`src/rtl/cat_pkg.sv`:
```
// Package: shared types, status codes and the microcode program of the table core.
`default_nettype none

package cat_pkg;

    typedef enum logic [1:0] {
        ACT_INSERT = 2'd0,
        ACT_REMOVE = 2'd1,
        ACT_DUMP   = 2'd2,
        ACT_SEARCH = 2'd3
    } action_t;

    typedef enum logic [2:0] {
        ST_OK       = 3'd0,
        ST_FULL     = 3'd1,
        ST_EMPTY    = 3'd2,
        ST_BADPOS   = 3'd3,
        ST_NOTFOUND = 3'd4
    } status_t;

    typedef logic [4:0] upc_t;

    // Wait condition of a step: the step holds until it is satisfied.
    typedef enum logic [1:0] {
        WT_NONE,
        WT_IN,
        WT_OUT
    } wait_t;

    typedef enum logic [1:0] {
        EM_NONE,
        EM_STATUS,
        EM_FOUND,
        EM_DUMP
    } emit_t;

    typedef enum logic [1:0] {
        IX_HOLD,
        IX_ZERO,
        IX_POS1,
        IX_INC
    } idx_op_t;

    typedef enum logic [1:0] {
        CN_HOLD,
        CN_INC,
        CN_DEC
    } cnt_op_t;

    typedef enum logic [1:0] {
        WR_NONE,
        WR_APPEND,
        WR_SHIFT
    } wr_t;

    typedef enum logic [2:0] {
        JC_ALWAYS,
        JC_DISPATCH,
        JC_FULL,
        JC_EMPTY,
        JC_BADPOS,
        JC_IDX_END,
        JC_LAST_IDX,
        JC_MATCH
    } jcond_t;

    typedef struct packed {
        wait_t   wt;
        emit_t   em;
        status_t st;
        idx_op_t ix;
        cnt_op_t cn;
        wr_t     wr;
        jcond_t  jc;
        upc_t    tgt;
        upc_t    nxt;
    } ucode_t;

    // Datapath status seen by the sequencer.
    typedef struct packed {
        logic    in_valid;
        logic    out_free;
        logic    full;
        logic    empty;
        logic    badpos;
        logic    idx_end;
        logic    last_idx;
        logic    match;
        action_t action;
    } flags_t;

    // Datapath controls driven by the sequencer.
    typedef struct packed {
        logic    go;
        logic    in_ready;
        emit_t   em;
        status_t st;
        idx_op_t ix;
        cnt_op_t cn;
        wr_t     wr;
    } dp_ctrl_t;

    localparam upc_t U_FETCH      = 5'd0;
    localparam upc_t U_INS        = 5'd1;
    localparam upc_t U_INS_WR     = 5'd2;
    localparam upc_t U_REM        = 5'd3;
    localparam upc_t U_REM_CHK    = 5'd4;
    localparam upc_t U_SHIFT      = 5'd5;
    localparam upc_t U_REM_END    = 5'd6;
    localparam upc_t U_DMP        = 5'd7;
    localparam upc_t U_DMP_EM     = 5'd8;
    localparam upc_t U_SRC        = 5'd9;
    localparam upc_t U_SRC_CMP    = 5'd10;
    localparam upc_t U_SRC_INC    = 5'd11;
    localparam upc_t U_R_OK       = 5'd12;
    localparam upc_t U_R_FULL     = 5'd13;
    localparam upc_t U_R_EMPTY    = 5'd14;
    localparam upc_t U_R_BADPOS   = 5'd15;
    localparam upc_t U_R_NOTFOUND = 5'd16;
    localparam upc_t U_R_FOUND    = 5'd17;

    localparam ucode_t UC_NOP = '{
        wt: WT_NONE, em: EM_NONE, st: ST_OK, ix: IX_HOLD, cn: CN_HOLD,
        wr: WR_NONE, jc: JC_ALWAYS, tgt: U_FETCH, nxt: U_FETCH
    };

    // First step of each operation.
    function automatic upc_t dispatch_target(action_t a);
        upc_t t;
        case (a)
            ACT_INSERT: t = U_INS;
            ACT_REMOVE: t = U_REM;
            ACT_DUMP:   t = U_DMP;
            ACT_SEARCH: t = U_SRC;
            default:    t = U_FETCH;
        endcase
        return t;
    endfunction

    // Microcode program.
    function automatic ucode_t ucode_rom(upc_t a);
        ucode_t w;
        w = UC_NOP;
        case (a)
            U_FETCH: begin
                w.wt = WT_IN;
                w.jc = JC_DISPATCH;
            end
            U_INS: begin
                w.jc  = JC_FULL;
                w.tgt = U_R_FULL;
                w.nxt = U_INS_WR;
            end
            U_INS_WR: begin
                w.wr  = WR_APPEND;
                w.cn  = CN_INC;
                w.tgt = U_R_OK;
            end
            U_REM: begin
                w.jc  = JC_EMPTY;
                w.tgt = U_R_EMPTY;
                w.nxt = U_REM_CHK;
            end
            U_REM_CHK: begin
                w.ix  = IX_POS1;
                w.jc  = JC_BADPOS;
                w.tgt = U_R_BADPOS;
                w.nxt = U_SHIFT;
            end
            U_SHIFT: begin
                w.ix  = IX_INC;
                w.wr  = WR_SHIFT;
                w.jc  = JC_IDX_END;
                w.tgt = U_REM_END;
                w.nxt = U_SHIFT;
            end
            U_REM_END: begin
                w.cn  = CN_DEC;
                w.tgt = U_R_OK;
            end
            U_DMP: begin
                w.ix  = IX_ZERO;
                w.jc  = JC_EMPTY;
                w.tgt = U_R_EMPTY;
                w.nxt = U_DMP_EM;
            end
            U_DMP_EM: begin
                w.wt  = WT_OUT;
                w.em  = EM_DUMP;
                w.ix  = IX_INC;
                w.jc  = JC_LAST_IDX;
                w.tgt = U_FETCH;
                w.nxt = U_DMP_EM;
            end
            U_SRC: begin
                w.ix  = IX_ZERO;
                w.jc  = JC_EMPTY;
                w.tgt = U_R_EMPTY;
                w.nxt = U_SRC_CMP;
            end
            U_SRC_CMP: begin
                w.jc  = JC_MATCH;
                w.tgt = U_R_FOUND;
                w.nxt = U_SRC_INC;
            end
            U_SRC_INC: begin
                w.ix  = IX_INC;
                w.jc  = JC_LAST_IDX;
                w.tgt = U_R_NOTFOUND;
                w.nxt = U_SRC_CMP;
            end
            U_R_OK: begin
                w.wt = WT_OUT;
                w.em = EM_STATUS;
                w.st = ST_OK;
            end
            U_R_FULL: begin
                w.wt = WT_OUT;
                w.em = EM_STATUS;
                w.st = ST_FULL;
            end
            U_R_EMPTY: begin
                w.wt = WT_OUT;
                w.em = EM_STATUS;
                w.st = ST_EMPTY;
            end
            U_R_BADPOS: begin
                w.wt = WT_OUT;
                w.em = EM_STATUS;
                w.st = ST_BADPOS;
            end
            U_R_NOTFOUND: begin
                w.wt = WT_OUT;
                w.em = EM_STATUS;
                w.st = ST_NOTFOUND;
            end
            U_R_FOUND: begin
                w.wt = WT_OUT;
                w.em = EM_FOUND;
                w.st = ST_OK;
            end
            default: begin
                w = UC_NOP;
            end
        endcase
        return w;
    endfunction

endpackage

`default_nettype wire

```
`src/rtl/compacting_array_table_core.sv`:
```
// Top level: packed value table with insert, remove, dump and linear search.
//
//  channel | dir | handshake          | contents
//  --------+-----+--------------------+-------------------------------------------
//  s_      | in  | s_tvalid/s_tready  | s_tuser: action; s_tdata: value, position
//  m_      | out | m_tvalid/m_tready  | m_tuser: status; m_tdata: found_index,
//          |     |                    |   element, count; m_tlast: last
//
//  The time after the input transaction is set by the microcode steps and the registered
//  RAM read. A new input is taken only in the fetch step, once the steps of the request
//  before it are done. Reset clears the step counter, the index, the entry count and the
//  output valid; the entry RAM is not cleared.
//  A result waits in the output register; hold the emit step while it is not taken.
`default_nettype none

module compacting_array_table_core #(
    parameter int CAPACITY = 64
) (
    input  wire logic        aclk,
    input  wire logic        aresetn,

    input  wire logic        s_tvalid,
    output logic             s_tready,
    input  wire logic [39:0] s_tdata,   // value[31:0], position[38:32], pad[39]
    input  wire logic [1:0]  s_tuser,   // action[1:0]

    output logic             m_tvalid,
    input  wire logic        m_tready,
    output logic      [47:0] m_tdata,   // found_index[5:0], element[37:6],
                                        // count[44:38], pad[47:45]
    output logic      [2:0]  m_tuser,   // status[2:0]
    output logic             m_tlast
);

    localparam int AW = (CAPACITY > 1) ? $clog2(CAPACITY) : 1;
    localparam logic [6:0] CAP_C = 7'(CAPACITY);

    cat_pkg::flags_t   flags;
    cat_pkg::dp_ctrl_t ctrl;

    // Latched request.
    logic signed [31:0] val_reg;
    logic        [6:0]  pos_reg;

    // Scan index and entry count.
    logic [6:0] idx_reg;
    logic [6:0] idx_next;
    logic [6:0] idx_inc;
    logic [6:0] idx_dec;
    logic [6:0] cnt_reg;
    logic [6:0] cnt_next;

    // Entry RAM ports.
    logic          ram_we;
    logic [AW-1:0] ram_waddr;
    logic [31:0]   ram_wdata;
    logic [AW-1:0] ram_raddr;
    logic [31:0]   ram_rdata;

    // Output register.
    logic                 m_valid_reg;
    cat_pkg::status_t     m_status_reg;
    logic [5:0]           m_idx_reg;
    logic signed [31:0]   m_elem_reg;
    logic [6:0]           m_cnt_reg;
    logic                 m_last_reg;

    logic in_take;
    logic out_load;
    logic out_free;

    assign s_tready = ctrl.in_ready;
    assign in_take  = s_tvalid && ctrl.in_ready;
    assign out_free = !m_valid_reg || m_tready;
    assign out_load = ctrl.go && (ctrl.em != cat_pkg::EM_NONE);
    assign idx_inc  = idx_reg + 7'd1;
    assign idx_dec  = idx_reg - 7'd1;

    always_comb begin
        flags.in_valid = s_tvalid;
        flags.out_free = out_free;
        flags.full     = (cnt_reg >= CAP_C);
        flags.empty    = (cnt_reg == 7'd0);
        flags.badpos   = (pos_reg >= cnt_reg);
        flags.idx_end  = (idx_reg >= cnt_reg);
        flags.last_idx = (idx_inc >= cnt_reg);
        flags.match    = (ram_rdata == val_reg);
        flags.action   = cat_pkg::action_t'(s_tuser);
    end

    cat_seq u_seq (
        .aclk    (aclk),
        .aresetn (aresetn),
        .flags   (flags),
        .ctrl    (ctrl)
    );

    // Advance the scan index; the RAM reads at the index the next step will see.
    always_comb begin
        idx_next = idx_reg;
        if (ctrl.go) begin
            case (ctrl.ix)
                cat_pkg::IX_HOLD: idx_next = idx_reg;
                cat_pkg::IX_ZERO: idx_next = 7'd0;
                cat_pkg::IX_POS1: idx_next = pos_reg + 7'd1;
                cat_pkg::IX_INC:  idx_next = idx_inc;
                default:          idx_next = idx_reg;
            endcase
        end
    end

    always_comb begin
        cnt_next = cnt_reg;
        if (ctrl.go) begin
            case (ctrl.cn)
                cat_pkg::CN_HOLD: cnt_next = cnt_reg;
                cat_pkg::CN_INC:  cnt_next = cnt_reg + 7'd1;
                cat_pkg::CN_DEC:  cnt_next = cnt_reg - 7'd1;
                default:          cnt_next = cnt_reg;
            endcase
        end
    end

    // Append writes at the count; a shift moves the entry just read down one place.
    always_comb begin
        ram_we    = ctrl.go && (ctrl.wr != cat_pkg::WR_NONE);
        ram_raddr = idx_next[AW-1:0];
        case (ctrl.wr)
            cat_pkg::WR_APPEND: begin
                ram_waddr = cnt_reg[AW-1:0];
                ram_wdata = val_reg;
            end
            cat_pkg::WR_SHIFT: begin
                ram_waddr = idx_dec[AW-1:0];
                ram_wdata = ram_rdata;
            end
            default: begin
                ram_waddr = cnt_reg[AW-1:0];
                ram_wdata = val_reg;
            end
        endcase
    end

    cat_ram #(
        .WIDTH (32),
        .DEPTH (CAPACITY)
    ) u_ram (
        .aclk  (aclk),
        .we    (ram_we),
        .waddr (ram_waddr),
        .wdata (ram_wdata),
        .raddr (ram_raddr),
        .rdata (ram_rdata)
    );

    always_ff @(posedge aclk) begin
        if (!aresetn) begin
            idx_reg <= 7'd0;
            cnt_reg <= 7'd0;
        end else begin
            idx_reg <= idx_next;
            cnt_reg <= cnt_next;
        end
    end

    // Capture the request on the input transaction.
    always_ff @(posedge aclk) begin
        if (in_take) begin
            val_reg <= s_tdata[31:0];
            pos_reg <= s_tdata[38:32];
        end
    end

    // Result register: load on an emit step, drop valid once the transaction completes.
    always_ff @(posedge aclk) begin
        if (!aresetn) begin
            m_valid_reg <= 1'b0;
        end else if (out_load) begin
            m_valid_reg <= 1'b1;
        end else if (m_tready) begin
            m_valid_reg <= 1'b0;
        end
    end

    always_ff @(posedge aclk) begin
        if (out_load) begin
            m_status_reg <= ctrl.st;
            m_cnt_reg    <= cnt_reg;
            case (ctrl.em)
                cat_pkg::EM_DUMP: begin
                    m_idx_reg  <= idx_reg[5:0];
                    m_elem_reg <= ram_rdata;
                    m_last_reg <= flags.last_idx;
                end
                cat_pkg::EM_FOUND: begin
                    m_idx_reg  <= idx_reg[5:0];
                    m_elem_reg <= 32'sd0;
                    m_last_reg <= 1'b1;
                end
                default: begin
                    m_idx_reg  <= 6'd0;
                    m_elem_reg <= 32'sd0;
                    m_last_reg <= 1'b1;
                end
            endcase
        end
    end

    assign m_tvalid = m_valid_reg;
    assign m_tuser  = m_status_reg;
    assign m_tdata  = {3'b000, m_cnt_reg, m_elem_reg, m_idx_reg};
    assign m_tlast  = m_last_reg;

    // The entry count never passes the capacity.
    a_cnt_bound: assert property (@(posedge aclk) disable iff (!aresetn)
        cnt_reg <= CAP_C)
        else $error("entry count above capacity");

    // No new request is taken while a dump is still streaming results.
    a_no_take_mid_dump: assert property (@(posedge aclk) disable iff (!aresetn)
        in_take |-> !(m_valid_reg && !m_last_reg))
        else $error("input taken while a dump is in progress");

    // A full status always reports a table at capacity.
    a_full_count: assert property (@(posedge aclk) disable iff (!aresetn)
        (m_valid_reg && (m_status_reg == cat_pkg::ST_FULL)) |-> (m_cnt_reg == CAP_C))
        else $error("full status with count below capacity");

endmodule

`default_nettype wire

```
`src/rtl/cat_ram.sv`:
```
// Generic single-port-write, single-port-read RAM with registered read data.
`default_nettype none

module cat_ram #(
    parameter int WIDTH = 32,
    parameter int DEPTH = 64,
    localparam int AW = (DEPTH > 1) ? $clog2(DEPTH) : 1
) (
    input  wire logic             aclk,
    input  wire logic             we,
    input  wire logic [AW-1:0]    waddr,
    input  wire logic [WIDTH-1:0] wdata,
    input  wire logic [AW-1:0]    raddr,
    output logic      [WIDTH-1:0] rdata
);

    logic [WIDTH-1:0] mem [DEPTH];

    always_ff @(posedge aclk) begin
        if (we) begin
            mem[waddr] <= wdata;
        end
        rdata <= mem[raddr];
    end

endmodule

`default_nettype wire

```
`src/rtl/cat_seq.sv`:
```
// Microcode sequencer: step counter, program table lookup and jump logic.
`default_nettype none

module cat_seq (
    input  wire logic              aclk,
    input  wire logic              aresetn,
    input  wire cat_pkg::flags_t   flags,
    output cat_pkg::dp_ctrl_t      ctrl
);

    cat_pkg::upc_t   upc_reg;
    cat_pkg::upc_t   upc_next;
    cat_pkg::ucode_t word;
    logic            wait_ok;
    logic            taken;

    always_comb begin
        word = cat_pkg::ucode_rom(upc_reg);

        case (word.wt)
            cat_pkg::WT_NONE: wait_ok = 1'b1;
            cat_pkg::WT_IN:   wait_ok = flags.in_valid;
            cat_pkg::WT_OUT:  wait_ok = flags.out_free;
            default:          wait_ok = 1'b1;
        endcase

        case (word.jc)
            cat_pkg::JC_ALWAYS:   taken = 1'b1;
            cat_pkg::JC_FULL:     taken = flags.full;
            cat_pkg::JC_EMPTY:    taken = flags.empty;
            cat_pkg::JC_BADPOS:   taken = flags.badpos;
            cat_pkg::JC_IDX_END:  taken = flags.idx_end;
            cat_pkg::JC_LAST_IDX: taken = flags.last_idx;
            cat_pkg::JC_MATCH:    taken = flags.match;
            default:              taken = 1'b0;
        endcase

        // Hold the step until its wait condition clears.
        if (!wait_ok) begin
            upc_next = upc_reg;
        end else if (word.jc == cat_pkg::JC_DISPATCH) begin
            upc_next = cat_pkg::dispatch_target(flags.action);
        end else if (taken) begin
            upc_next = word.tgt;
        end else begin
            upc_next = word.nxt;
        end

        ctrl.go       = wait_ok;
        ctrl.in_ready = (word.wt == cat_pkg::WT_IN);
        ctrl.em       = word.em;
        ctrl.st       = word.st;
        ctrl.ix       = word.ix;
        ctrl.cn       = word.cn;
        ctrl.wr       = word.wr;
    end

    always_ff @(posedge aclk) begin
        if (!aresetn) begin
            upc_reg <= cat_pkg::U_FETCH;
        end else begin
            upc_reg <= upc_next;
        end
    end

endmodule

`default_nettype wire

```
`config.mk`:
```
export PLATFORM = sky130hd
export DESIGN_NAME = compacting_array_table_core
export DESIGN_NICKNAME = d
export VERILOG_FILES = /design/src/rtl/cat_pkg.sv /design/src/rtl/compacting_array_table_core.sv /design/src/rtl/cat_ram.sv /design/src/rtl/cat_seq.sv
export SDC_FILE = /design/constraint.sdc
export NUM_CORES = 2
export LEC_CHECK = 0
export ABC_CLOCK_PERIOD_IN_PS = 10900
export BUFFER_PORTS_ARGS = -buffer_cell sky130_fd_sc_hd__buf_4
export CORE_ASPECT_RATIO = 1.5
export CORE_MARGIN = 2
export CORE_UTILIZATION = 55
export CTS_BUF_LIST = sky130_fd_sc_hd__clkbuf_4
export CTS_CLUSTER_DIAMETER = 50
export CTS_CLUSTER_SIZE = 25
export DETAILED_ROUTE_END_ITERATION = 10
export PLACE_DENSITY = 0.83
export SETUP_SLACK_MARGIN = 0.1
export SYNTH_ARGS = -nofsm -noshare
export SYNTH_HDL_FRONTEND = slang
export SYNTH_SLANG_ARGS = --single-unit
```
`constraint.sdc`:
```
create_clock -name aclk -period 10.9 [get_ports aclk]
set_input_delay 1.09 -clock aclk [delete_from_list [all_inputs] [get_ports aclk]]
set_output_delay 1.09 -clock aclk [all_outputs]
set_load 0.02 [all_outputs]
```
==> results_dict.tcl <==
set metrics [dict create \
    gp_congestion 0.999 \
    start_util 0.554 \
    drv_slew 2 \
    postCtsHoldBufs 38 \
    p_per_area_nw_per_um2 255 \
    dpl_cell_area_um2 89500 \
    routed_wl_mm 224 \
    setup_viol 0 \
    path_class "reg -> reg" \
    syn_avg_cell_area_um2 16.1 \
    clock-sinks 2188 \
    most-common-layout-cells "edfxtp_1 (2136), nand2_1 (970), nand3_1 (349), a21oi_1 (330), buf_4 (242)" \
    die_w_um 327 \
    final_antenna_net_count 0 \
    grt.total_usage 0.278 \
    fillCellCount 10800 \
    worstPathRequired_ns 12.11 \
    end_kind "register" \
    fin_area_um2 91500 \
    power.share.clock 0.135 \
    worst_path_largest_cell_delay_ns 1.11 \
    combPwrFrac 0.421 \
    insertion_delay_ns 1.24 \
    grt_pass1_wl_mm 320 \
    io_buffers 95 \
    cts-htree-levels 3 \
    clk_pin_slew_ns 0.24 \
    outcome "complete, but fails checks" \
    intPower_mw 14.2 \
    path_cells "inv_1, nand2_1, nor2_1, a21oi_1, ha_1, and2_2, a211o_1, a21oi_1, a21oi_4, buf_4, buf_4, a21oi_1, a221oi_1, a21oi_1, a21oi_1, and4_1" \
    p_leak_nw 29.2 \
    cts_buffers 111 \
    cp-start-kind "register" \
    swShare 0.390 \
    critPathSlowestCell "a21oi_1" \
    finalHoldViolCount 0 \
    hold_ws_ns 0.0955 \
    finClkSkew_ns 0.0747 \
    seqCellArea_um2 65200 \
    grt_max_degree 177 \
    ys_types 70 \
    largest_reg_flops 2048 \
    hold_end "val_reg[15]" \
    cts_tree "yes" \
    hold_path_class "in -> reg" \
    die_area_um2 159000 \
    fmax_mhz 125 \
    period_share 0.732 \
    ys_warn_count 0 \
    dr_total_vias 49400 \
    ios 100 \
    rows 177 \
    r2r-end "u_ram.rdata[0]" \
    failed_checks "capacitance limit, slew limit" \
    setup_tns_ns 0 \
    slew_headroom -0.0137 \
    synth_seq_area_share 0.759 \
    area_growth_pct 6.58 \
    post_cts_buffers 0 \
    synthFlopType "edfxtp_1" \
    antenna_found_initial 28 \
    cp_common_cell "a21oi_1" \
    rsz0062_at_grt "false" \
    r2r_slack_ns 2.92 \
    route.detailed.drc 0 \
    critPathMaxFanout 63 \
    p_seq_frac 0.444 \
    p_switching_mw 9.08 \
    coreArea_um2 155000 \
    peakVddDrop_mv 0.465 \
    wl_per_cell_um 29.8 \
    pre_cts_ws_ns 3.70 \
    hold_depth 1 \
    multi_input_area_um2 19600 \
    layout_commonest_cell "edfxtp_1" \
    cap_viol_max_count 1 \
    vias_per_cell 6.55 \
    ys_ff_latch 2188 \
    top_register "u_ram.mem" \
    grt_overflow 0 \
    syn_inst 5320 \
    cts-root-buf "clkbuf_4" \
    setup_slack_ns 2.92 \
    hold_start "s_tdata[15]" \
    drt_iter0_drc 7478 \
    synth_area_um2 85900 \
    grt_pass1_vias 48500 \
    drive_gt1_frac 0.141 \
    hpwl_mm 127 \
    first_pass_iters 9 \
    ys_async_sr_fraction 0 \
    period_minus_slack_ns 7.98 \
    synth-edff-count 2136 \
    r2r_cells 16 \
    worst_ep_arrival_time_ns 9.19 \
    layout.nets 5485 \
    rr_startpoint "u_seq.upc_reg[4]" \
    tightestPinTransition_ns 1.51 \
    die_y_um 488 \
    cts_max_path_buffers 3 \
    cts_resized 0 \
]
metrics by stage:
| stage | power (mW) | util | instances |
|---|---|---|---|
| after global routing | 24.2 | 0.590 | 7538 |
| final | 23.3 | 0.590 | 7544 |
| after detailed placement | 20.2 | 0.577 | 7307 |
| after floorplan | 17.5 | - | 5322 |
| after CTS | 23.2 | 0.590 | 7522 |
| after global placement | 19.8 | 0.577 | 7307 |
cell families after synthesis:
family | Yosys count | share of synthesized area
buffers and inverters | 349 | 0.0201
xor gates and xnor gates | 55 | 0.00561
DFF | 2188 | 0.759
muxes | 353 | 0.0723
other | 1 | 0.0000437
AOI/OAI and AO/OA | 710 | 0.0544
and+or+nand+nor | 1628 | 0.0831
adders and majority gates | 36 | 0.00533
critical path: cells and delay by family (launching register included):
kind                       cells  cell delay (ns)
AOI/OAI and AO/OA              8             3.53
adders and majority gates      1             0.30
buffers and inverters          3             1.65
DFF                            1             0.89
and+or+nand+nor                4             1.45
worst max-delay path by stage:
stage / startpoint / to / slack [ns] / depth (start not counted)
finish: u_seq.upc_reg[4] / u_ram.rdata[0] / 2.92 / 16
global route: u_seq.upc_reg[4] / u_ram.rdata[0] / 2.62 / 16
CTS: u_seq.upc_reg[4] / u_ram.rdata[0] / 3.69 / 16
detailed placement: u_seq.upc_reg[4] / u_ram.rdata[4] / 3.70 / 16
global placement: u_seq.upc_reg[4] / u_ram.rdata[0] / 3.87 / 16
floorplan: u_seq.upc_reg[3] / m_cnt_reg[0] / 5.06 / 10
synthesized netlist by cell type (38+ instances only):
library cell | instances | share of area
edfxtp_1 | 2136 | 0.75
nand2_1 | 970 | 0.042
nand3_1 | 349 | 0.020
a21oi_1 | 330 | 0.019
mux4_2 | 210 | 0.055
clkbuf_1 | 155 | 0.0068
mux2i_1 | 110 | 0.013
nor2_1 | 109 | 0.0048
a221oi_1 | 108 | 0.011
buf_2 | 88 | 0.0051
a32oi_1 | 67 | 0.0068
and2_1 | 55 | 0.0040
dfxtp_1 | 52 | 0.012
nor4_1 | 45 | 0.0033
xnor2_1 | 45 | 0.0046
buf_4 | 38 | 0.0033
final cells by class:
cell class	count	share of cell area
well taps	2058	0.0281
flip-flops and latches	2188	0.712
diodes	19	0.000520
multi-input cells	2785	0.214
repair buffers	294	0.0269
inverters	23	0.000943
clock inverters	55	0.00689
clock buffers	122	0.0100
routing by layer:
metal  GRT usage  wire length, um  vias up
met3      0.0598            26400      692
li1            -                -    20700
met1       0.323            70400    24400
met2       0.463           110000     3621
met5           0              136        -
met4       0.194            17800       20
power groups by stage:
stage | combinational, mW | clock [mW] | sequential, mW
5_1_grt | 10.5 | 3.40 | 10.4
6_report | 9.82 | 3.15 | 10.3
3_5_place_dp | 9.65 | 0 | 10.5
3_3_place_gp | 9.27 | 0 | 10.5
4_1_cts | 9.68 | 3.16 | 10.3
2_1_floorplan | 7.00 | 0 | 10.5
(Power assumes the default switching activity.)
